### src/hw/rtl/rtp_pkg.sv
// Shared types and constants for the remote tape reply parser.
// No dependencies; imported by rtp_cfg_if and the top level.
package rtp_pkg;

	localparam logic [7:0] CHAR_A     = 8'h41;
	localparam logic [7:0] CHAR_E     = 8'h45;
	localparam logic [7:0] CHAR_F     = 8'h46;
	localparam logic [7:0] CHAR_NL    = 8'h0A;
	localparam logic [7:0] CHAR_SPACE = 8'h20;
	localparam logic [7:0] CHAR_TAB   = 8'h09;
	localparam logic [7:0] CHAR_CR    = 8'h0D;
	localparam logic [7:0] CHAR_PLUS  = 8'h2B;
	localparam logic [7:0] CHAR_MINUS = 8'h2D;
	localparam logic [7:0] CHAR_ZERO  = 8'h30;
	localparam logic [7:0] CHAR_NINE  = 8'h39;

	localparam int CFG_IDX_W = 2;

	localparam logic [CFG_IDX_W-1:0] REG_CODE_LINE_LIMIT    = 2'd0;
	localparam logic [CFG_IDX_W-1:0] REG_MESSAGE_LINE_LIMIT = 2'd1;
	localparam logic [CFG_IDX_W-1:0] REG_QUIET_PROBE        = 2'd2;

	localparam logic [7:0]  CODE_LINE_LIMIT_RST    = 8'd29;
	localparam logic [15:0] MESSAGE_LINE_LIMIT_RST = 16'd1023;

	typedef enum logic [2:0] {
		ST_ACK    = 3'd0,
		ST_ERR    = 3'd1,
		ST_FATAL  = 3'd2,
		ST_BOTCH  = 3'd3,
		ST_LONG   = 3'd4,
		ST_RXFAIL = 3'd5
	} status_t;

endpackage

### src/hw/rtl/rtp_if.sv
// Valid/ready channel interfaces of the remote tape reply parser:
// received bytes, parsed replies and register writes. Depends on rtp_pkg.
interface rtp_rx_if;
	logic       valid;
	logic       ready;
	logic [7:0] rx_byte;
	logic       rx_fail;

	modport source (output valid, rx_byte, rx_fail, input ready);
	modport sink (input valid, rx_byte, rx_fail, output ready);
endinterface

interface rtp_reply_if;
	logic               valid;
	logic               ready;
	logic [2:0]         reply_status;
	logic signed [31:0] reply_value;
	logic               drop_connection;
	logic               mark_closed;

	modport source (output valid, reply_status, reply_value, drop_connection, mark_closed,
		input ready);
	modport sink (input valid, reply_status, reply_value, drop_connection, mark_closed,
		output ready);
endinterface

interface rtp_cfg_if;
	import rtp_pkg::*;
	logic                 valid;
	logic                 ready;
	logic [CFG_IDX_W-1:0] index;
	logic [15:0]          data;

	modport source (output valid, index, data, input ready);
	modport sink (input valid, index, data, output ready);
endinterface

### src/hw/rtl/remote_tape_reply_parser_top.sv
// Remote tape reply parser: input register, one pass of parse logic, result register.
// A byte that ends a reply goes through the input register, then its result into the result register.
// Throughput: one byte per cycle, unless a finished result must wait for a full result register.
// The result register holds a waiting result while the next byte is taken.
// Reset (arst_n low, asynchronous): parser waits for a code character, number
// state and counts clear, registers return to 29 / 1023 / not quiet.
module remote_tape_reply_parser_top (
	input  logic        clk,
	input  logic        arst_n,
	rtp_rx_if.sink      rx,
	rtp_reply_if.source reply,
	rtp_cfg_if.sink     cfg
);
	import rtp_pkg::*;

	typedef enum logic [1:0] {
		PH_WAIT = 2'd0,
		PH_CODE = 2'd1,
		PH_MSG  = 2'd2
	} phase_t;

	typedef enum logic [1:0] {
		NUM_SKIP   = 2'd0,
		NUM_DIGITS = 2'd1,
		NUM_DONE   = 2'd2
	} num_phase_t;

	// configuration
	logic [7:0]  code_limit_q;
	logic [15:0] msg_limit_q;
	logic        quiet_q;

	// parse state
	phase_t      phase_q;
	logic [7:0]  kind_q;
	logic [15:0] cnt_q;
	num_phase_t  nph_q;
	logic        neg_q;
	logic [31:0] acc_q;

	// input stage
	logic       valid_s1;
	logic [7:0] byte_s1;
	logic       fail_s1;

	// result stage
	logic        valid_s2;
	status_t     status_s2;
	logic [31:0] value_s2;
	logic        drop_s2;
	logic        closed_s2;

	phase_t      nxt_phase;
	logic [7:0]  nxt_kind;
	logic [15:0] nxt_cnt;
	num_phase_t  nxt_nph;
	logic        nxt_neg;
	logic [31:0] nxt_acc;
	logic        emit;
	status_t     res_status;
	logic [31:0] res_value;
	logic        res_drop;
	logic        res_closed;

	logic [15:0] cnt_inc;
	logic [31:0] acc_next_digit;
	logic        is_nl, is_digit, is_space, is_sign;
	logic        out_free, s1_fire;

	assign cfg.ready = 1'b1;

	always_ff @(posedge clk or negedge arst_n) begin
		if (!arst_n) begin
			code_limit_q <= CODE_LINE_LIMIT_RST;
			msg_limit_q  <= MESSAGE_LINE_LIMIT_RST;
			quiet_q      <= 1'b0;
		end else if (cfg.valid) begin
			unique case (cfg.index)
				REG_CODE_LINE_LIMIT:    code_limit_q <= cfg.data[7:0];
				REG_MESSAGE_LINE_LIMIT: msg_limit_q  <= cfg.data;
				REG_QUIET_PROBE:        quiet_q      <= cfg.data[0];
				default:                ;
			endcase
		end
	end

	assign cnt_inc  = (cnt_q == 16'hFFFF) ? cnt_q : cnt_q + 16'd1;
	assign is_nl    = (byte_s1 == CHAR_NL);
	assign is_digit = (byte_s1 >= CHAR_ZERO) && (byte_s1 <= CHAR_NINE);
	assign is_space = (byte_s1 == CHAR_SPACE) || ((byte_s1 >= CHAR_TAB) && (byte_s1 <= CHAR_CR));
	assign is_sign  = (byte_s1 == CHAR_PLUS) || (byte_s1 == CHAR_MINUS);
	// times ten as two shifts and an add
	assign acc_next_digit = (acc_q << 3) + (acc_q << 1) + {28'd0, byte_s1[3:0]};

	always_comb begin
		nxt_phase  = phase_q;
		nxt_kind   = kind_q;
		nxt_cnt    = cnt_q;
		nxt_nph    = nph_q;
		nxt_neg    = neg_q;
		nxt_acc    = acc_q;
		emit       = 1'b0;
		res_status = ST_ACK;
		res_value  = '1;
		res_drop   = 1'b0;
		res_closed = 1'b0;

		if (fail_s1) begin
			emit       = 1'b1;
			res_status = ST_RXFAIL;
			res_drop   = !quiet_q;
		end else if (phase_q == PH_MSG) begin
			nxt_cnt = cnt_inc;
			if (is_nl) begin
				emit = 1'b1;
				if (kind_q == CHAR_F) begin
					res_status = ST_FATAL;
					res_closed = 1'b1;
				end else begin
					res_status = ST_ERR;
				end
			end else if (cnt_inc >= msg_limit_q) begin
				emit       = 1'b1;
				res_status = ST_LONG;
				res_drop   = 1'b1;
			end
		end else begin
			nxt_phase = PH_CODE;
			if (phase_q != PH_CODE) begin
				// first character picks the reply kind and is not part of the number
				nxt_kind = byte_s1;
				nxt_cnt  = 16'd1;
				nxt_nph  = NUM_SKIP;
				nxt_neg  = 1'b0;
				nxt_acc  = '0;
			end else begin
				nxt_cnt = cnt_inc;
				if (!is_nl && nph_q != NUM_DONE) begin
					if (is_digit) begin
						nxt_acc = acc_next_digit;
						nxt_nph = NUM_DIGITS;
					end else if (nph_q == NUM_SKIP && is_space) begin
						nxt_nph = NUM_SKIP;
					end else if (nph_q == NUM_SKIP && is_sign) begin
						nxt_neg = (byte_s1 == CHAR_MINUS);
						nxt_nph = NUM_DIGITS;
					end else begin
						nxt_nph = NUM_DONE;
					end
				end
			end

			if (is_nl) begin
				if (nxt_kind == CHAR_A) begin
					emit       = 1'b1;
					res_status = ST_ACK;
					res_value  = nxt_neg ? (32'd0 - nxt_acc) : nxt_acc;
				end else if (nxt_kind == CHAR_E || nxt_kind == CHAR_F) begin
					nxt_phase = PH_MSG;
					nxt_cnt   = '0;
				end else begin
					emit       = 1'b1;
					res_status = ST_BOTCH;
					res_drop   = 1'b1;
				end
			end else if (nxt_cnt >= {8'd0, code_limit_q}) begin
				emit       = 1'b1;
				res_status = ST_LONG;
				res_drop   = 1'b1;
			end
		end

		// every result sends the parser back to waiting
		if (emit) begin
			nxt_phase = PH_WAIT;
			nxt_cnt   = '0;
			nxt_nph   = NUM_SKIP;
			nxt_neg   = 1'b0;
			nxt_acc   = '0;
		end
	end

	assign out_free = !valid_s2 || reply.ready;
	assign s1_fire  = valid_s1 && (!emit || out_free);
	assign rx.ready = !valid_s1 || s1_fire;

	always_ff @(posedge clk or negedge arst_n) begin
		if (!arst_n) begin
			valid_s1 <= 1'b0;
			valid_s2 <= 1'b0;
			phase_q  <= PH_WAIT;
			kind_q   <= '0;
			cnt_q    <= '0;
			nph_q    <= NUM_SKIP;
			neg_q    <= 1'b0;
			acc_q    <= '0;
		end else begin
			if (rx.valid && rx.ready) begin
				valid_s1 <= 1'b1;
			end else if (s1_fire) begin
				valid_s1 <= 1'b0;
			end

			if (s1_fire && emit) begin
				valid_s2 <= 1'b1;
			end else if (reply.ready) begin
				valid_s2 <= 1'b0;
			end

			if (s1_fire) begin
				phase_q <= nxt_phase;
				kind_q  <= nxt_kind;
				cnt_q   <= nxt_cnt;
				nph_q   <= nxt_nph;
				neg_q   <= nxt_neg;
				acc_q   <= nxt_acc;
			end
		end
	end

	// payload registers, no reset
	always_ff @(posedge clk) begin
		if (rx.valid && rx.ready) begin
			byte_s1 <= rx.rx_byte;
			fail_s1 <= rx.rx_fail;
		end
		if (s1_fire && emit) begin
			status_s2 <= res_status;
			value_s2  <= res_value;
			drop_s2   <= res_drop;
			closed_s2 <= res_closed;
		end
	end

	assign reply.valid           = valid_s2;
	assign reply.reply_status    = status_s2;
	assign reply.reply_value     = value_s2;
	assign reply.drop_connection = drop_s2;
	assign reply.mark_closed     = closed_s2;

	a_value_minus_one: assert property (@(posedge clk) disable iff (!arst_n)
		valid_s2 && status_s2 != ST_ACK |-> value_s2 == 32'hFFFF_FFFF)
		else $error("non-ack result carries a value other than -1");

	a_closed_only_fatal: assert property (@(posedge clk) disable iff (!arst_n)
		valid_s2 && closed_s2 |-> status_s2 == ST_FATAL && !drop_s2)
		else $error("tape closed on a result that is not fatal");

	a_drop_on_botch_long: assert property (@(posedge clk) disable iff (!arst_n)
		valid_s2 && (status_s2 == ST_BOTCH || status_s2 == ST_LONG) |-> drop_s2)
		else $error("botched or too long reply keeps the connection");

	a_msg_kind: assert property (@(posedge clk) disable iff (!arst_n)
		phase_q == PH_MSG |-> kind_q == CHAR_E || kind_q == CHAR_F)
		else $error("message line taken for a reply kind other than E or F");

endmodule
### src/flat_wrapper.sv
// flat-port wrapper written by rule: the top's interface ports become plain ports
module remote_tape_reply_parser_top_flat import rtp_pkg::*;
  (clk, arst_n, rx_valid, rx_rx_byte, rx_rx_fail, rx_ready, reply_valid, reply_reply_status, reply_reply_value, reply_drop_connection, reply_mark_closed, reply_ready, cfg_valid, cfg_index, cfg_data, cfg_ready);
  rtp_rx_if rx_i ();
  rtp_reply_if reply_i ();
  rtp_cfg_if cfg_i ();
  input  logic clk;
  input  logic arst_n;
  input wire logic [$bits(rx_i.valid)-1:0] rx_valid;
  input wire logic [$bits(rx_i.rx_byte)-1:0] rx_rx_byte;
  input wire logic [$bits(rx_i.rx_fail)-1:0] rx_rx_fail;
  output wire logic [$bits(rx_i.ready)-1:0] rx_ready;
  output wire logic [$bits(reply_i.valid)-1:0] reply_valid;
  output wire logic [$bits(reply_i.reply_status)-1:0] reply_reply_status;
  output wire logic [$bits(reply_i.reply_value)-1:0] reply_reply_value;
  output wire logic [$bits(reply_i.drop_connection)-1:0] reply_drop_connection;
  output wire logic [$bits(reply_i.mark_closed)-1:0] reply_mark_closed;
  input wire logic [$bits(reply_i.ready)-1:0] reply_ready;
  input wire logic [$bits(cfg_i.valid)-1:0] cfg_valid;
  input wire logic [$bits(cfg_i.index)-1:0] cfg_index;
  input wire logic [$bits(cfg_i.data)-1:0] cfg_data;
  output wire logic [$bits(cfg_i.ready)-1:0] cfg_ready;
  assign rx_i.valid = rx_valid;
  assign rx_i.rx_byte = rx_rx_byte;
  assign rx_i.rx_fail = rx_rx_fail;
  assign rx_ready = rx_i.ready;
  assign reply_valid = reply_i.valid;
  assign reply_reply_status = reply_i.reply_status;
  assign reply_reply_value = reply_i.reply_value;
  assign reply_drop_connection = reply_i.drop_connection;
  assign reply_mark_closed = reply_i.mark_closed;
  assign reply_i.ready = reply_ready;
  assign cfg_i.valid = cfg_valid;
  assign cfg_i.index = cfg_index;
  assign cfg_i.data = cfg_data;
  assign cfg_ready = cfg_i.ready;
  remote_tape_reply_parser_top u_core (.clk(clk), .arst_n(arst_n), .rx(rx_i), .reply(reply_i), .cfg(cfg_i));
endmodule
### config.mk
export PLATFORM = sky130hd
export DESIGN_NAME = remote_tape_reply_parser_top_flat
export DESIGN_NICKNAME = d
export VERILOG_FILES = /design/src/hw/rtl/rtp_pkg.sv /design/src/hw/rtl/rtp_if.sv /design/src/hw/rtl/remote_tape_reply_parser_top.sv /design/src/flat_wrapper.sv
export SDC_FILE = /design/constraint.sdc
export NUM_CORES = 1
export LEC_CHECK = 0
export BUFFER_PORTS_ARGS = -buffer_cell sky130_fd_sc_hd__buf_2
export CAP_MARGIN = 20
export CORE_MARGIN = 2
export CORE_UTILIZATION = 64
export CTS_CLUSTER_SIZE = 10
export DETAILED_ROUTE_END_ITERATION = 8
export GPL_TIMING_DRIVEN = 0
export PLACE_DENSITY_LB_ADDON = 0.1
export RECOVER_POWER = 25
export SYNTH_ARGS = -nofsm -noshare
export SYNTH_HDL_FRONTEND = slang
export SYNTH_SLANG_ARGS = --single-unit
### constraint.sdc
create_clock -name clk -period 10.2 [get_ports clk]
set_input_delay 1.02 -clock clk [delete_from_list [all_inputs] [get_ports clk]]
set_output_delay 1.02 -clock clk [all_outputs]
set_load 0.02 [all_outputs]
# After elaboration in Yosys (flattened, before gate mapping)
# Cells that the tools add are included.
dict set report word_totals {
  register_bits 134
  wordCells 152
  output_inout_bits 40
}
dict set report classes {
  eq_ne 16
  n_bitwise 4
  muxes 72
  order_cmp 6
  add_sub_neg 4
  n_reduce_logical 33
}
# op count
set ops {}
lappend ops {{$mux W32} 9}
lappend ops {{$mux W16} 10}
lappend ops {{$add A32 B32 Y32} 1}
lappend ops {{$add A32 B4 Y32} 1}
lappend ops {{$eq A8 B7 Y1 const B} 4}
lappend ops {{$mux W2} 16}
lappend ops {{$sub A1 B32 Y32 const A} 1}
lappend ops {{$mux W1} 28}
lappend ops {{$eq A8 B6 Y1 const B} 3}
lappend ops {{$mux W8} 3}
lappend ops {{$mux W3} 6}
lappend ops {{$add A16 B1 Y16 const B} 1}
lappend ops {{$eq A16 B16 Y1 const B} 1}
lappend ops {{$ge A16 B16 Y1} 1}
lappend ops {{$ge A16 B8 Y1} 1}
lappend ops {{$eq A8 B4 Y1 const B} 1}
lappend ops {{$ge A8 B4 Y1 const B} 1}
lappend ops {{$ge A8 B6 Y1 const B} 1}
lappend ops {{$le A8 B4 Y1 const B} 1}
lappend ops {{$le A8 B6 Y1 const B} 1}
lappend ops {{$logic_and A1 B1 Y1} 8}
lappend ops {{$reduce_and A2 Y1} 4}
lappend ops {{$logic_or A1 B1 Y1} 6}
lappend ops {{$reduce_and A3 Y1} 2}
lappend ops {{other kinds (12)} 24}

# Depth between registers and ports, before layout
# Gate-level depths: netlist of the first run.
dict set report logic_depth {
  ltp_word 17
  depth_mapped 21
  mapped_depth_nobuf 17
}

# Least setup slack after synthesis of the first run
# Ideal clock, no wire load.
dict set report synth_timing {
  kind {reg2reg}
  startpoint {reg u_core.phase_q[1]}
  endpoint {reg u_core.drop_s2 (netlist: u_core.reply.drop_connection) (enable)}
  synth_period_minus_slack_ns 5.735
  stages_incl_launch_ff 19
  arrival_ns 5.304
  slack_ns 4.465
  setup_time_ns 0.431
  path_cell_list {dfrtp_1 nand2b_1 clkbuf_1 clkbuf_1 buf_1 clkbuf_1 nor2_1 ha_1 a21o_1 a21o_1 a21oi_1 nor2b_1 o21ai_0 a211o_1 o311ai_0 clkbuf_1 clkbuf_1 nand2_1 nor2_1}
}
dict set report synth_via {
  elab_chain_cells 15
}
# item line_no
set synth_lines {}
lappend synth_lines {{start, declared} remote_tape_reply_parser_top.sv:34} ;# phase_t phase_q;
lappend synth_lines {{start signal, assigned} remote_tape_reply_parser_top.sv:211} ;# phase_q <= nxt_phase;
lappend synth_lines {{parallel branches: the longest is 9 deep, another holds $ge A16 B8 Y1} -}
lappend synth_lines {{$mux W1 *} remote_tape_reply_parser_top.sv:112} ;# end else if (phase_q == PH_MSG) begin
lappend synth_lines {{$mux W1 *} remote_tape_reply_parser_top.sv:108} ;# if (fail_s1) begin
lappend synth_lines {{$logic_not A1 Y1} remote_tape_reply_parser_top.sv:184} ;# assign s1_fire = valid_s1 && (!emit || out_free);
lappend synth_lines {{$logic_or A1 B1 Y1} remote_tape_reply_parser_top.sv:184}
lappend synth_lines {{$logic_and A1 B1 Y1} remote_tape_reply_parser_top.sv:184}
lappend synth_lines {{$logic_and A1 B1 Y1 *} remote_tape_reply_parser_top.sv:227} ;# if (s1_fire && emit) begin
lappend synth_lines {{end signal, assigned} remote_tape_reply_parser_top.sv:230} ;# drop_s2 <= res_drop;
lappend synth_lines {{end, declared} remote_tape_reply_parser_top.sv:50} ;# logic drop_s2;
# Every way passes the cells marked *. The select of a mux whose other input is x is not followed.
# A chain may end at the register's enable or synchronous reset.

# Final worst setup path of the first run
dict set report layout_timing {
  startpoint {reg u_core.phase_q[1]}
  endpoint {out rx_ready}
}
dict set report layout_via {
  elab_chain_cells 15
}
# item line_no
set layout_lines {}
lappend layout_lines {{parallel branches: the longest is 9 deep, another holds $ge A16 B8 Y1} -}
lappend layout_lines {{$mux W1 *} remote_tape_reply_parser_top.sv:112}
lappend layout_lines {{$mux W1 *} remote_tape_reply_parser_top.sv:108}
lappend layout_lines {{$logic_not A1 Y1 *} remote_tape_reply_parser_top.sv:184}
lappend layout_lines {{$logic_or A1 B1 Y1 *} remote_tape_reply_parser_top.sv:184}
lappend layout_lines {{$logic_and A1 B1 Y1 *} remote_tape_reply_parser_top.sv:184}
lappend layout_lines {{$logic_or A1 B1 Y1 *} remote_tape_reply_parser_top.sv:185} ;# assign rx.ready = !valid_s1 || s1_fire;
lappend layout_lines {{end, declared} flat_wrapper.sv:12} ;# output wire logic [$bits(rx_i.ready)-1:0] rx_ready;
# Marks and branches as above.

==> flow_summary.toml, run 1 <==
[clock_network]
cts_tree = "yes"
clk_latency_ns = 0.44
numClockSinks = 134
htree_levels = 4
cts_hold_buf = 0
clk_pin_slew_ns = 0.06
cts_root_buffer = "clkbuf_16"
post_cts_buffers = 0
cts_buffers = 17
clock_path_buffers = 2
cts_resized = 0

[detailed_routing]
met3_length_mm = 2.29
m1WireLength_mm = 12.1
routed.top_layer = "met4"
routed_wl_mm = 27.5
drtPass1Iterations = 6
dr_wl_met2_mm = 12.2
drt-initial-drc-count = 865
drc = 0
vias_per_cell = 6.42
num_vias = 9109
wl_per_cell_um = 19.4
ant_nets = 0

[sta]
fin_crit_sh = 0.653
hold_viol = 0
maxSlewViolCount = 91
final.setup.tns_ns = 0
finalSetupViolations = 0
clock.fmax_mhz = 150
period_minus_slack_ns = 6.67
slew_headroom = -0.708
worst_pin_slew_ns = 2.56
skew_ns = 0.0119
rsz0062_at_grt = "false"

[finish]
insertedDiodeCount = 0
fin_nets = 1312
area_delta_synth_final_pct = 12.3
layout-drive-gt1-share = 0.152

[floorplan]
die_w_um = 129
rows = 45
die_area_mm2 = 0.0166
initial_utilization = 0.656
ios = 72
core-area_mm2 = 0.0153
chipHeight_um = 129

[run_status]
violations = "max-capacitance violations, max-slew violations"
status = "finished, violations left"

[placed_design]
dp_hpwl_mm = 20.0
gp_congestion = 0.929
io_buffers = 70

[grt]
antenna_found_initial = 0
grt_max_degree = 48
grt-ovfl-total = 0
grt_pass1_wl_mm = 44.6
first_global_vias = 8792
gr-usage-all-layers = 0.344

[worst_hold_path]
hold_class = "register to register"
min_path_cells = 2

[setup_path]
cp_slowest_stage_delay_ns = 0.62
cp.arrival_ns = 5.65
critPathMaxFanout = 10
crit_top_cell = "clkbuf_1"
endpoint_kind = "output pin"
path_class = "register to output pin"
ff2ff_path_depth = 19
start_kind = "register"
crit_required_ns = 9.18
cp_cell_sequence = "nand2b_1, clkbuf_1, clkbuf_1, buf_1, clkbuf_1, nor2_1, ha_1, a21o_1, a21o_1, a21oi_1, nor2b_1, o21ai_0, a211o_1, o311ai_0, clkbuf_1, nand3_1, buf_2"
critPathSlowestCell = "clkbuf_1"

[power_and_ir_drop]
powerDensity_mw_per_mm2 = 145
power_w = 0.00163
worst_ir_drop_vdd_uv = 196
total_leakage_power_nw = 4.86

[yosys]
synth_cell_type_count = 86
synth_edf_count = 46
yosysSeqAreaShare = 0.360
synth.area.top_cells = "dfrtp_1 19%, edfxtp_1 14%, ha_1 11%"
syn_nets = 1221
avgSynthCellArea_um2 = 9.07
synth_top_area_share = 0.185
synth-seq-cells = 134
ys.flop_type = "dfrtp_1"
postSynthCellCount = 1103
synth_top_area_cell = "dfrtp_1"
synth_warnings = 0
synth_area_mm2 = 0.0100
synthArstFlopShare = 0.657

[run]
max-cap-violations = 2
[report_power, final]
group | leakage, nW | switching, W | internal [W]
Clock | 0.284 | 0.000265 | 0.000365
Sequential | 1.46 | 0.0000365 | 0.000616
Combinational | 3.12 | 0.000216 | 0.000131
[state kept, by name, summed over array words and instances (netlist names)]
register                      cells
u_core.acc_q                     32
u_core.reply.reply_value         32
u_core.cnt_q                     16
u_core.msg_limit_q               16
u_core.byte_s1                    8
u_core.code_limit_q               8
u_core.kind_q                     8
u_core.reply.reply_status         3
u_core.nph_q                      2
u_core.phase_q                    2
u_core.fail_s1                    1
u_core.neg_q                      1
u_core.quiet_q                    1
u_core.reply.drop_connection      1
u_core.reply.mark_closed          1
u_core.reply.valid                1
u_core.valid_s1                   1
[cell families after synthesis]
kind of cell    share of synthesized area
simple gates                        0.191
compound gates                      0.198
other cells                      0.000375
xor+xnor                           0.0508
buf+inv                            0.0458
flops                               0.360
fa+ha+maj                           0.109
mux                                0.0457
[worst paths after layout]
check / slack (ns) / from / end
max reg2reg: 3.77 / u_core.phase_q[1] / u_core.reply.reply_value[31]
min in group asynchronous: 1.31 / arst_n / u_core.msg_limit_q[14]
max: 3.53 / u_core.phase_q[1] / rx_ready
min: 0.49 / u_core.acc_q[31] / u_core.acc_q[31]
min reg2reg: 0.49 / u_core.acc_q[31] / u_core.acc_q[31]
max in group asynchronous: 5.54 / arst_n / u_core.kind_q[3]
[routing by layer]
metal / up-vias / track usage
met5: - / 0
met4: 0 / 0.132
met3: 83 / 0.0797
met2: 468 / 0.522
met1: 4314 / 0.484
li1: 4244 / -
[stage by stage]
step	worst slack, ns	hold slack [ns]	std cells	utilization	cell area [µm²]
6_report	3.53	0.488	1418	0.736	11200
3_3_place_gp	2.06	0.452	1384	0.696	10600
4_1_cts	3.58	0.490	1418	0.738	11300
3_5_place_dp	3.90	0.476	1386	0.700	10700
5_1_grt	3.17	0.519	1418	0.736	11200
2_1_floorplan	4.47	0.440	1103	-	10000
[cell usage after synthesis, types with 12 or more instances]
cell and n:
and3_1 21, a21oi_1 52, nor3_1 21, o21ai_0 69
nor2_1 65, or3_1 14, dfstp_2 14, nand4_1 17
nand3_1 25, xnor2_1 32, nand2_1 153, a211oi_1 15
xor2_1 26, ha_1 84, inv_1 51, mux2_2 28
clkbuf_1 40, edfxtp_1 46, dfrtp_1 74, o31ai_1 27
a21o_1 28, buf_2 12
[layout make-up]
| type | count | area [µm²] |
|---|---|---|
| Timing Repair Buffer | 72 | 372 |
| Clock inverter | 15 | 164 |
| Fill cell | 1160 | 4020 |
| Sequential cell | 134 | 3600 |
| Inverter | 51 | 191 |
| Tap cell | 211 | 264 |
| Multi-Input combinational cell | 859 | 5950 |
| Buffer | 59 | 267 |
| Clock buffer | 17 | 425 |
[placed cells by master (no fill, tap or decap), types with 43 or more instances in the layout]
cell / instances
a21oi_1: 52
buf_2: 80
clkbuf_1: 43
dfrtp_1: 74
edfxtp_1: 46
ha_1: 84
inv_1: 51
nand2_1: 153
nor2_1: 64
o21ai_0: 69
[worst max-delay path: cells and delay by family (launching register included)]
kind                       cells  cell delay [ns]
buffers and inverters          6             2.74
AOI/OAI and AO/OA              6             1.11
and+or+nand+nor                4             0.61
DFF                            1             0.42
adders and majority gates      1             0.30
Power figures use the tool's default switching activity.
==> inputs of run 2 (changes only) <==
- CORE_UTILIZATION: 64 -> 62
- clock period: 10.2 -> 6.59 ns (I/O delays scaled with it)
==> run 2 against run 1 <==
Effect of this change: the flow still finishes with violations (max-capacitance violations, max-slew violations); first-iteration DRC count rose by 23%; setup slack got worse by 3.2 ns; clock power rose by 48%; clock skew rose by 0.0025 ns; critical path type is now register to register; global-route usage fell by 2.0 points; register-to-register slack got worse by 3.4 ns; final cell count rose by 0.42%; cell area barely moved; die area rose by 3.1%; count of clock-buffer cells in the layout did not move.
==> flow_summary.toml, run 2 (synthesis gave the netlist of run 1 again) <==
[detailed_routing]
drt-initial-drc-count = 1068
routed_wl_mm = 27.1
num_vias = 8997
drc = 0
drtPass1Iterations = 5
wl_per_cell_um = 19.0
ant_nets = 0
vias_per_cell = 6.32

[run]
max-cap-violations = 2

[finish]
final_cell_mix = "153 x nand2_1, 84 x ha_1, 80 x buf_2"
fin_nets = 1313
area_delta_synth_final_pct = 12.2
layout-drive-gt1-share = 0.154
final_common_cell = "nand2_1"
final_core_util = 0.709
insertedDiodeCount = 0

[worst_hold_path]
hold_class = "input port to register"
min_path_cells = 1

[grt]
first_global_vias = 8362
antenna_found_initial = 0
gr-usage-all-layers = 0.324
grt_max_degree = 57
grt_pass1_wl_mm = 42.9
grt-ovfl-total = 0

[setup_path]
crit_required_ns = 6.71
ff2ff_path_depth = 19
path_class = "register to register"
critPathSlowestCell = "clkbuf_1"
cp_slowest_stage_delay_ns = 0.53
endpoint_kind = "register"
critPathMaxFanout = 26
cp.arrival_ns = 6.33
crit_top_cell = "clkbuf_1"
start_kind = "register"
cp_cell_sequence = "nand2b_1, clkbuf_1, clkbuf_2, buf_1, clkbuf_1, nor2_1, ha_1, a21o_1, a21o_1, a21oi_1, nor2b_1, o21ai_0, a211o_1, o311ai_0, clkbuf_1, clkbuf_1, nand2_1, nor2_4, buf_12"

[power_and_ir_drop]
total_leakage_power_nw = 4.87
worst_ir_drop_vdd_uv = 206
power_w = 0.00247
powerDensity_mw_per_mm2 = 220

[floorplan]
initial_utilization = 0.632
die_area_mm2 = 0.0172
core-area_mm2 = 0.0158
ios = 72
die_w_um = 131
chipHeight_um = 131
rows = 46

[clock_network]
clk_pin_slew_ns = 0.06
numClockSinks = 134
post_cts_buffers = 0
htree_levels = 4
cts_buffers = 17
clock_path_buffers = 2
clk_latency_ns = 0.43
cts_hold_buf = 0
cts_tree = "yes"
cts_root_buffer = "clkbuf_16"

[sta]
maxSlewViolCount = 91
finalSetupViolations = 0
skew_ns = 0.0145
rsz0062_at_grt = "false"
worst_pin_slew_ns = 3.08
slew_headroom = -1.06
period_minus_slack_ns = 6.21
hold_viol = 0
fin_crit_sh = 0.943
clock.fmax_mhz = 161

[placed_design]
dp_hpwl_mm = 19.8
gp_congestion = 0.907
io_buffers = 70

[run_status]
violations = "max-capacitance violations, max-slew violations"
status = "finished, violations left"
==> run 2: metal layers <==
layer,part of all wire,global-route usage,wire length (µm),vias to the layer above
li1,-,-,-,4251
met1,0.46,0.474,12400,4312
met2,0.46,0.493,12400,385
met3,0.070,0.0599,1890,49
met4,0.017,0.0976,471,0
met5,0,0,0,-
==> run 2: cell type report <==
cell class,instances,area [µm²]
multi-input cells,859,5950
fillers,1264,4600
flip-flops and latches,134,3600
clock buffers,17,425
repair buffers,73,377
well taps,216,270
plain buffers,59,269
inverters,51,191
clock inverters,15,143
==> run 2: repair_timing <==
item | CTS | global route
resized for setup | 0 | 4
endpoints found under the setup margin | 0 | 26
hold endpoints to repair | 0 | 0
==> run 2: stage by stage <==
step                      worst slack (ns)  cells  TNS [ns]  hold WS [ns]  cell area [µm²]
after floorplan                      0.855   1103         0         0.363            10000
after global placement               -1.55   1389    -57.43         0.454            10600
after detailed placement             0.329   1391         0         0.459            10700
after CTS                            0.267   1423         0         0.188            11200
after global routing                0.0508   1424         0         0.384            11200
final                                0.378   1424         0         0.401            11200
==> run 2: path summary, 6_finish.rpt <==
path                                    from                           end  slack, ns
max                        u_core.phase_q[1]  u_core.reply.reply_value[24]       0.38
max reg2reg                u_core.phase_q[1]  u_core.reply.reply_value[24]       0.38
min in group asynchronous             arst_n        u_core.msg_limit_q[12]       0.71
min                            rx_rx_byte[0]             u_core.byte_s1[0]       0.40
min reg2reg                 u_core.acc_q[31]              u_core.acc_q[31]       0.47
max in group asynchronous             arst_n               u_core.valid_s1       2.19
==> run 2: worst max-delay path: cells and delay by family, from the launching register on <==
kind | cells | cell delay [ns]
AOI/OAI and AO/OA | 6 | 1.06
buffers and inverters | 7 | 3.03
and+or+nand+nor | 5 | 1.04
adders and majority gates | 1 | 0.30
DFF | 1 | 0.44
==> run 2: report_power, final <==
part,internal [W],switching (W)
Clock,0.000528,0.000407
Combinational,0.000202,0.000329
Sequential,0.000953,0.0000550
Total,0.00168,0.000791
